--- src/rtl/core/sesi_pkg.sv ---
// ----------------------------------------------------------------------------
// sesi_pkg
// shared constants and control/status types of the segment index block
// ----------------------------------------------------------------------------
`default_nettype none

package sesi_pkg;

    localparam int INDEX_WIDTH = 11;
    localparam int TOL_WIDTH   = 31;
    localparam int APB_AW      = 3;
    localparam int APB_DW      = 32;

    // register index as seen on paddr[2]
    localparam logic REG_TOLERANCE = 1'b0;

    localparam logic CMD_LOAD  = 1'b0;
    localparam logic CMD_QUERY = 1'b1;

    typedef struct packed {
        logic in_ready;
        logic load_write;
        logic query_start;
        logic rd_pos;
        logic rd_next;
        logic rd_prev;
        logic step;
        logic snap_apply;
        logic out_load;
    } ctrl_cmd_t;

    typedef struct packed {
        logic item_valid;
        logic item_query;
        logic pos_lt_count;
        logic next_lt_count;
        logic pos_nonzero;
        logic lt_key;
        logic snap_hit;
        logic out_free;
    } dp_status_t;

endpackage

`default_nettype wire

--- src/rtl/core/sesi_ctrl.sv ---
// ----------------------------------------------------------------------------
// sesi_ctrl
// sequencer for load, forward walk, tolerance snap and result hand-off
// ----------------------------------------------------------------------------
`default_nettype none

module sesi_ctrl (
    input  wire logic                 clk,
    input  wire logic                 rst_n,
    input  wire sesi_pkg::dp_status_t status,
    output sesi_pkg::ctrl_cmd_t       cmd
);

    typedef enum logic [4:0] {
        ST_IDLE  = 5'b00001,
        ST_FETCH = 5'b00010,
        ST_WALK  = 5'b00100,
        ST_SNAP  = 5'b01000,
        ST_EMIT  = 5'b10000
    } state_t;

    state_t state_reg;
    state_t state_next;

    always_ff @(posedge clk or negedge rst_n)
    begin
        if (!rst_n)
        begin
            state_reg <= ST_IDLE;
        end
        else
        begin
            state_reg <= state_next;
        end
    end

    always_comb
    begin
        cmd        = '0;
        state_next = state_reg;
        unique case (state_reg)
            ST_IDLE:
            begin
                cmd.in_ready = 1'b1;
                if (status.item_valid)
                begin
                    if (status.item_query == sesi_pkg::CMD_QUERY)
                    begin
                        cmd.query_start = 1'b1;
                        state_next      = ST_FETCH;
                    end
                    else
                    begin
                        cmd.load_write = 1'b1;
                    end
                end
            end
            ST_FETCH:
            begin
                if (status.pos_lt_count)
                begin
                    cmd.rd_pos = 1'b1;
                    state_next = ST_WALK;
                end
                else if (status.pos_nonzero)
                begin
                    cmd.rd_prev = 1'b1;
                    state_next  = ST_SNAP;
                end
                else
                begin
                    state_next = ST_EMIT;
                end
            end
            ST_WALK:
            begin
                if (status.lt_key)
                begin
                    cmd.step = 1'b1;
                    if (status.next_lt_count)
                    begin
                        // read the next point while stepping
                        cmd.rd_next = 1'b1;
                    end
                    else
                    begin
                        state_next = ST_FETCH;
                    end
                end
                else if (status.pos_nonzero)
                begin
                    cmd.rd_prev = 1'b1;
                    state_next  = ST_SNAP;
                end
                else
                begin
                    state_next = ST_EMIT;
                end
            end
            ST_SNAP:
            begin
                cmd.snap_apply = status.snap_hit;
                state_next     = ST_EMIT;
            end
            ST_EMIT:
            begin
                if (status.out_free)
                begin
                    cmd.out_load = 1'b1;
                    state_next   = ST_IDLE;
                end
            end
            default:
            begin
                state_next = ST_IDLE;
            end
        endcase
    end

endmodule

`default_nettype wire

--- config.mk ---
export PLATFORM = sky130hd
export DESIGN_NAME = sesi_ctrl
export DESIGN_NICKNAME = d
export VERILOG_FILES = /design/src/rtl/core/sesi_pkg.sv /design/src/rtl/core/sesi_ctrl.sv
export SDC_FILE = /design/constraint.sdc
export NUM_CORES = 1
export LEC_CHECK = 0
export BUFFER_PORTS_ARGS = -buffer_cell sky130_fd_sc_hd__clkbuf_2
export CORE_AREA = 2 2 39 41
export CTS_CLUSTER_DIAMETER = 100
export DETAILED_ROUTE_END_ITERATION = 10
export DIE_AREA = 0 0 41 43
export PLACE_DENSITY = 0.56
export SLEW_MARGIN = 20
export SYNTH_ARGS = -nofsm -noshare
export SYNTH_HDL_FRONTEND = slang
export SYNTH_SLANG_ARGS = --single-unit
export TNS_END_PERCENT = 30
--- constraint.sdc ---
create_clock -name clk -period 1.8 [get_ports clk]
set_input_delay 0.36 -clock clk [delete_from_list [all_inputs] [get_ports clk]]
set_output_delay 0.36 -clock clk [all_outputs]
set_load 0.02 [all_outputs]
==> results of run 1 <==
[power by group through the flow]
stage	logic, mW	registers, mW	clock network (mW)
floorplan	0.200	0.183	0
global placement	0.267	0.199	0
detailed placement	0.269	0.197	0
CTS	0.280	0.198	0.135
global route	0.344	0.207	0.148
finish	0.315	0.198	0.131
[stage by stage]
step                      hold WS [ns]  setup WS (ns)  total power [mW]  cells
final                            0.315         0.0498             0.644     83
after detailed placement         0.181          0.192             0.466     75
after global placement           0.177          0.249             0.466     75
after global routing             0.310        -0.0573             0.699     83
after CTS                        0.318        0.00304             0.612     81
after floorplan                 0.0644          0.184             0.383     41
[synthesized netlist by cell type]
| library cell | count | area share |
|---|---|---|
| and2_1 | 2 | 0.032 |
| and3_1 | 5 | 0.080 |
| and3b_1 | 2 | 0.045 |
| and4_1 | 1 | 0.022 |
| and4b_1 | 2 | 0.051 |
| buf_4 | 1 | 0.019 |
| dfrtp_1 | 4 | 0.26 |
| dfstp_2 | 1 | 0.067 |
| inv_1 | 1 | 0.0096 |
| nand3b_1 | 1 | 0.019 |
| nor2_1 | 4 | 0.038 |
| nor2b_1 | 2 | 0.032 |
| nor3_1 | 3 | 0.038 |
| nor3b_1 | 2 | 0.038 |
| nor3b_2 | 1 | 0.032 |
| nor4_1 | 1 | 0.016 |
| nor4b_4 | 1 | 0.061 |
| o21ai_0 | 2 | 0.026 |
| o21ai_1 | 2 | 0.026 |
| o22a_1 | 1 | 0.022 |
| o311a_4 | 1 | 0.054 |
| or2_1 | 1 | 0.016 |
[worst max-delay path: stages, from the launching register on]
cell	delay, ns
dfrtp_2	0.45
nor4_1	0.34
and3_1	0.20
clkbuf_2	0.16
[worst min path at each step]
stage / from / endpoint / cells after the start
global placement: rst_n / state_reg[3] / 1
finish: status[3] / state_reg[4] / 2
CTS: status[3] / state_reg[4] / 2
floorplan: rst_n / state_reg[1] / 0
global route: status[3] / state_reg[4] / 2
detailed placement: rst_n / state_reg[3] / 1
[layout make-up]
type / instances / area (µm²) / area share
Clock buffer: 4 / 26.3 / 0.0455
Inverter: 1 / 3.75 / 0.00649
Multi-Input combinational cell: 34 / 262 / 0.452
Sequential cell: 5 / 129 / 0.223
Tap cell: 16 / 20.0 / 0.0346
Timing Repair Buffer: 23 / 138 / 0.238
[cells by family after synthesis]
kind of cell           count (synthesis)
flip-flops                             5
AND/OR/NAND/NOR                       28
buffers and inverters                  2
AO/OA/AOI/OAI                          6
[layer usage]
metal / GRT usage / up-vias
met5: 0 / -
met4: 0.0400 / 0
met3: 0.0471 / 0
met2: 0.178 / 13
met1: 0.171 / 190
li1: - / 207
[timing repair]
item / in CTS / in global routing
endpoints found under the hold margin: 4 / 0
endpoints found under the setup margin: 2 / 6
gates resized for setup: 3 / 8
pin swaps: 0 / 2
buffers inserted: 1 / 2
hold buffers: 1 / 0
==> results_dict.tcl, run 1 <==
set metrics [dict create \
    status "completed" \
    die_h_um 43 \
    cts_buffer_depth 2 \
    dpl_cell_area_um2 502 \
    clk_latency_ns 0.24 \
    vias 410 \
    synthesis.nets 51 \
    final_nets 78 \
    synthSimpleGateAreaFrac 0.521 \
    final_common_cell "clkbuf_2" \
    ys_ff_latch 5 \
    required_ns 1.44 \
    drt_iter0_drc 0 \
    crit_start "state_reg[2]" \
    reg2reg_slack_ns 0.44 \
    nFillCells 154 \
    p_int_mw 0.399 \
    synthMuxAreaShare 0 \
    antenna_cells 0 \
    power_switching_mw 0.244 \
    syn-cell-area_um2 392 \
    worstReg2RegStart "state_reg[0]" \
    antenna_found_initial 0 \
    finalHoldViolCount 0 \
    die_width_um 41 \
    wl_met3_um 59 \
    drtAntennaViolNets 0 \
    vdd_drop_max_v 0.000706 \
    grt_pass1_wl_um 1480 \
    switching_share 0.380 \
    endpoint_kind "output pin" \
    rsz0062_at_grt "yes" \
    rows 14 \
    syn2layout_area_growth_pct 47.6 \
    synth_xor_area_frac 0 \
    p_comb_frac 0.489 \
    max-cap-violations 0 \
    portBuffers 18 \
    fin_worst_skew_ns 0.00248 \
    synth_fa_ha_area_frac 0 \
    dp_hpwl_um 719 \
    grt_pass1_vias 385 \
    num_io_pins 19 \
    seq_power_share 0.307 \
    finalMaxSlewViolations 0 \
    drive_gt1_frac 0.507 \
    start_kind "flop" \
    worstPathMaxFanout 8 \
    cp.arrival_ns 1.39 \
    min_period_ns 1.75 \
    synthCells 41 \
    wl_met1_um 442 \
    synth_top_family_by_area "simple AND/OR/NAND/NOR gates" \
    finalSetupTns_ns 0 \
    cts_max_level 1 \
    grt_start_max_net_pins 10 \
    powerDensity_mw_per_mm2 1110 \
    p_clk_frac 0.204 \
    routed_wl_um 931 \
    critPathKind "reg2out" \
    clk_pin_slew_ns 0.05 \
    rr_worst_depth 3 \
    fin_area_um2 578 \
    ys_seq_area_frac 0.323 \
    tightestPinTransition_ns 0.314 \
    gp_congestion 0.736 \
    setup_violations 0 \
    finish.utilization 0.418 \
    r2r_end "state_reg[1]" \
    hp-class "in2reg" \
    cts_buffers 3 \
    synth_cell_types 22 \
    start_util 0.283 \
    die_area_mm2 0.00176 \
    crit_path_end "cmd[0]" \
    largest_reg_flops 5 \
    slew_headroom 0.789 \
    overflow 0 \
    leakagePower_nw 0.313 \
    max_freq_mhz 571 \
    cts_tree "yes" \
    viasPerCell 4.94 \
    synth_area_per_cell_um2 9.55 \
    final_cell_mix "clkbuf_2, buf_4, and3_1" \
    track_usage 0.125 \
    top_layer "met3" \
    fin_crit_sh 0.972 \
    synth-compound-area-share 0.128 \
    yosysWarnings 0 \
    root_buffer "clkbuf_4" \
    fp.coreArea_mm2 0.00138 \
    cts_num_sinks 5 \
    drtPass1Iterations 1 \
    dr_wl_met2_um 428 \
    drc_errors 0 \
    routedWlPerCell_um 11.2 \
]
Note: power is estimated with default switching activity, not from simulation.
==> run 2, diff against run 1 <==
--- a/config.mk
+++ b/config.mk
@@ -5,12 +5,14 @@
 export SDC_FILE = /design/constraint.sdc
 export NUM_CORES = 1
 export LEC_CHECK = 0
+export ABC_AREA = 1
 export BUFFER_PORTS_ARGS = -buffer_cell sky130_fd_sc_hd__clkbuf_2
 export CORE_AREA = 2 2 39 41
+export CTS_BUF_LIST = sky130_fd_sc_hd__clkbuf_8
 export CTS_CLUSTER_DIAMETER = 100
 export DETAILED_ROUTE_END_ITERATION = 10
 export DIE_AREA = 0 0 41 43
-export PLACE_DENSITY = 0.56
+export PLACE_DENSITY = 0.57
 export SLEW_MARGIN = 20
 export SYNTH_ARGS = -nofsm -noshare
 export SYNTH_HDL_FRONTEND = slang
==> results_dict.tcl, run 2 <==
set metrics [dict create \
    holdWs_ns 0.420 \
    grt_pass1_vias 373 \
    required_ns 1.44 \
    drive_gt1_frac 0.477 \
    finish.utilization 0.446 \
    portBuffers 18 \
    cts_buffers 3 \
    top_layer "met4" \
    finalMaxSlewViolations 0 \
    syn-cell-area_um2 402 \
    fp.coreArea_mm2 0.00138 \
    synth_commonest_cells "nor2_1, inv_1, nand2_1" \
    largest_reg_flops 5 \
    dr_wl_met2_um 412 \
    synthMuxAreaShare 0 \
    synth_cell_types 18 \
    die_width_um 41 \
    cts_tree "yes" \
    endpoint_kind "output pin" \
    finalNonFillerCells 102 \
    nFillCells 156 \
    vias 440 \
    clk_latency_ns 0.22 \
    critPathKind "reg2out" \
    synthCells 60 \
    routedWlPerCell_um 8.93 \
    synthesis.nets 70 \
    antenna_found_initial 0 \
    synthTopCellsByArea "dfrtp_1, nor2_1, inv_1, nand2_1, dfstp_2" \
    overflow 0 \
    wl_met3_um 44 \
    finalSetupTns_ns 0 \
    ys_seq_area_frac 0.315 \
    track_usage 0.129 \
    start_util 0.290 \
    drt_iter0_drc 7 \
    drc_errors 0 \
    fin_crit_sh 0.958 \
    synth-async-reset-ratio 1.00 \
    final_nets 97 \
    gp_congestion 0.784 \
    grt_pass1_wl_um 1480 \
    routed_wl_um 911 \
    grt_start_max_net_pins 7 \
    power.total_mw 0.797 \
    final_cell_mix "clkbuf_2, inv_1, nand2_1, nor2_1" \
    tightestPinTransition_ns 0.213 \
    min_period_ns 1.72 \
    antenna_cells 0 \
    fin_worst_skew_ns 0.000687 \
    num_io_pins 19 \
    synth-compound-area-share 0.0997 \
    cts_num_sinks 5 \
    synth_top_family_by_area "simple AND/OR/NAND/NOR gates" \
    viasPerCell 4.31 \
    synth_edf_count 0 \
    die_h_um 43 \
    yosysWarnings 0 \
    cts_buffer_depth 2 \
    powerDensity_mw_per_mm2 1290 \
    die_area_mm2 0.00176 \
    rsz0062_at_grt "yes" \
    vdd_drop_max_v 0.000617 \
    finalHoldViolCount 0 \
    final_common_cell "clkbuf_2" \
    cp.arrival_ns 1.36 \
    status "completed" \
    slew_headroom 0.858 \
    worstPathMaxFanout 6 \
    synth_xor_area_frac 0 \
    max_freq_mhz 580 \
    dp_hpwl_um 730 \
    place_inst 93 \
    synth_top_cell_by_area "dfrtp_1" \
    leakagePower_nw 0.335 \
    start_kind "flop" \
    drtAntennaViolNets 0 \
    max-cap-violations 0 \
    drtPass1Iterations 4 \
    rows 14 \
    synth_fa_ha_area_frac 0 \
    syn2layout_area_growth_pct 53.6 \
    ys_ff_latch 5 \
    synthSimpleGateAreaFrac 0.455 \
    hp-class "in2reg" \
    root_buffer "clkbuf_8" \
    synth_top_area_frac 0.249 \
    synth_area_per_cell_um2 6.69 \
    yosys.cell_count.top_type "nor2_1" \
    cts_max_level 1 \
    ys.flop_type "dfrtp_1" \
    clk_pin_slew_ns 0.03 \
    wl_met1_um 410 \
    setup_violations 0 \
]
run 2: timing repair:
item	in CTS	in global routing
resized for setup	0	12
hold buffers	1	0
endpoints found under the hold margin	4	0
endpoints found under the setup margin	0	4
setup buffers	0	4
run 2: area by class of cell:
cell class                      count  area, µm²  share of cell area
Multi-Input combinational cell     42        245               0.398
Timing Repair Buffer               23        133               0.215
Sequential cell                     5        129               0.209
Inverter                           12       45.0              0.0730
Clock buffer                        3       41.3              0.0669
Tap cell                           16       20.0              0.0325
Clock inverter                      1       3.75             0.00609
run 2: power by group:
part | internal [mW] | leakage (nW) | switching (mW)
sequential | 0.154 | 0.0619 | 0.0439
combinational | 0.170 | 0.246 | 0.230
clock | 0.146 | 0.0269 | 0.0529
run 2: per-layer routing:
metal / global-route usage / vias up
met3: 0.0314 / 4
met1: 0.163 / 179
li1: - / 242
met2: 0.169 / 15
met4: 0.120 / 0
met5: 0 / -
run 2: logic make-up (layout without fill, tap and decap cells):
kind of cell	after synthesis	after routing
AND/OR/NAND/NOR	35	35
buffers and inverters	13	39
AO/OA/AOI/OAI	7	7
flip-flops	5	5
run 2: final timing paths:
kind	startpoint	endpoint	slack, ns	cells past startpoint
min	status[4]	state_reg[2]	0.42	3
max in group asynchronous	rst_n	state_reg[0]	1.08	2
max	state_reg[1]	cmd[4]	0.08	6
min in group asynchronous	rst_n	state_reg[1]	0.50	2
max reg2reg	state_reg[1]	state_reg[1]	0.62	5
min reg2reg	state_reg[1]	state_reg[0]	0.62	3
run 2: worst max-delay path, stage by stage, from the launching register on:
cell	delay, ns
dfrtp_2	0.43
nor2_4	0.17
nand3_4	0.13
nor2_4	0.12
nand2_1	0.08
inv_1	0.06
clkbuf_2	0.15
run 2: metrics by stage:
| stage | setup WS, ns | area (µm²) |
|---|---|---|
| CTS | 0.00909 | 559 |
| finish | 0.0764 | 617 |
| global route | -0.00832 | 617 |
| floorplan | 0.170 | 402 |
| global placement | 0.258 | 504 |
| detailed placement | 0.246 | 504 |
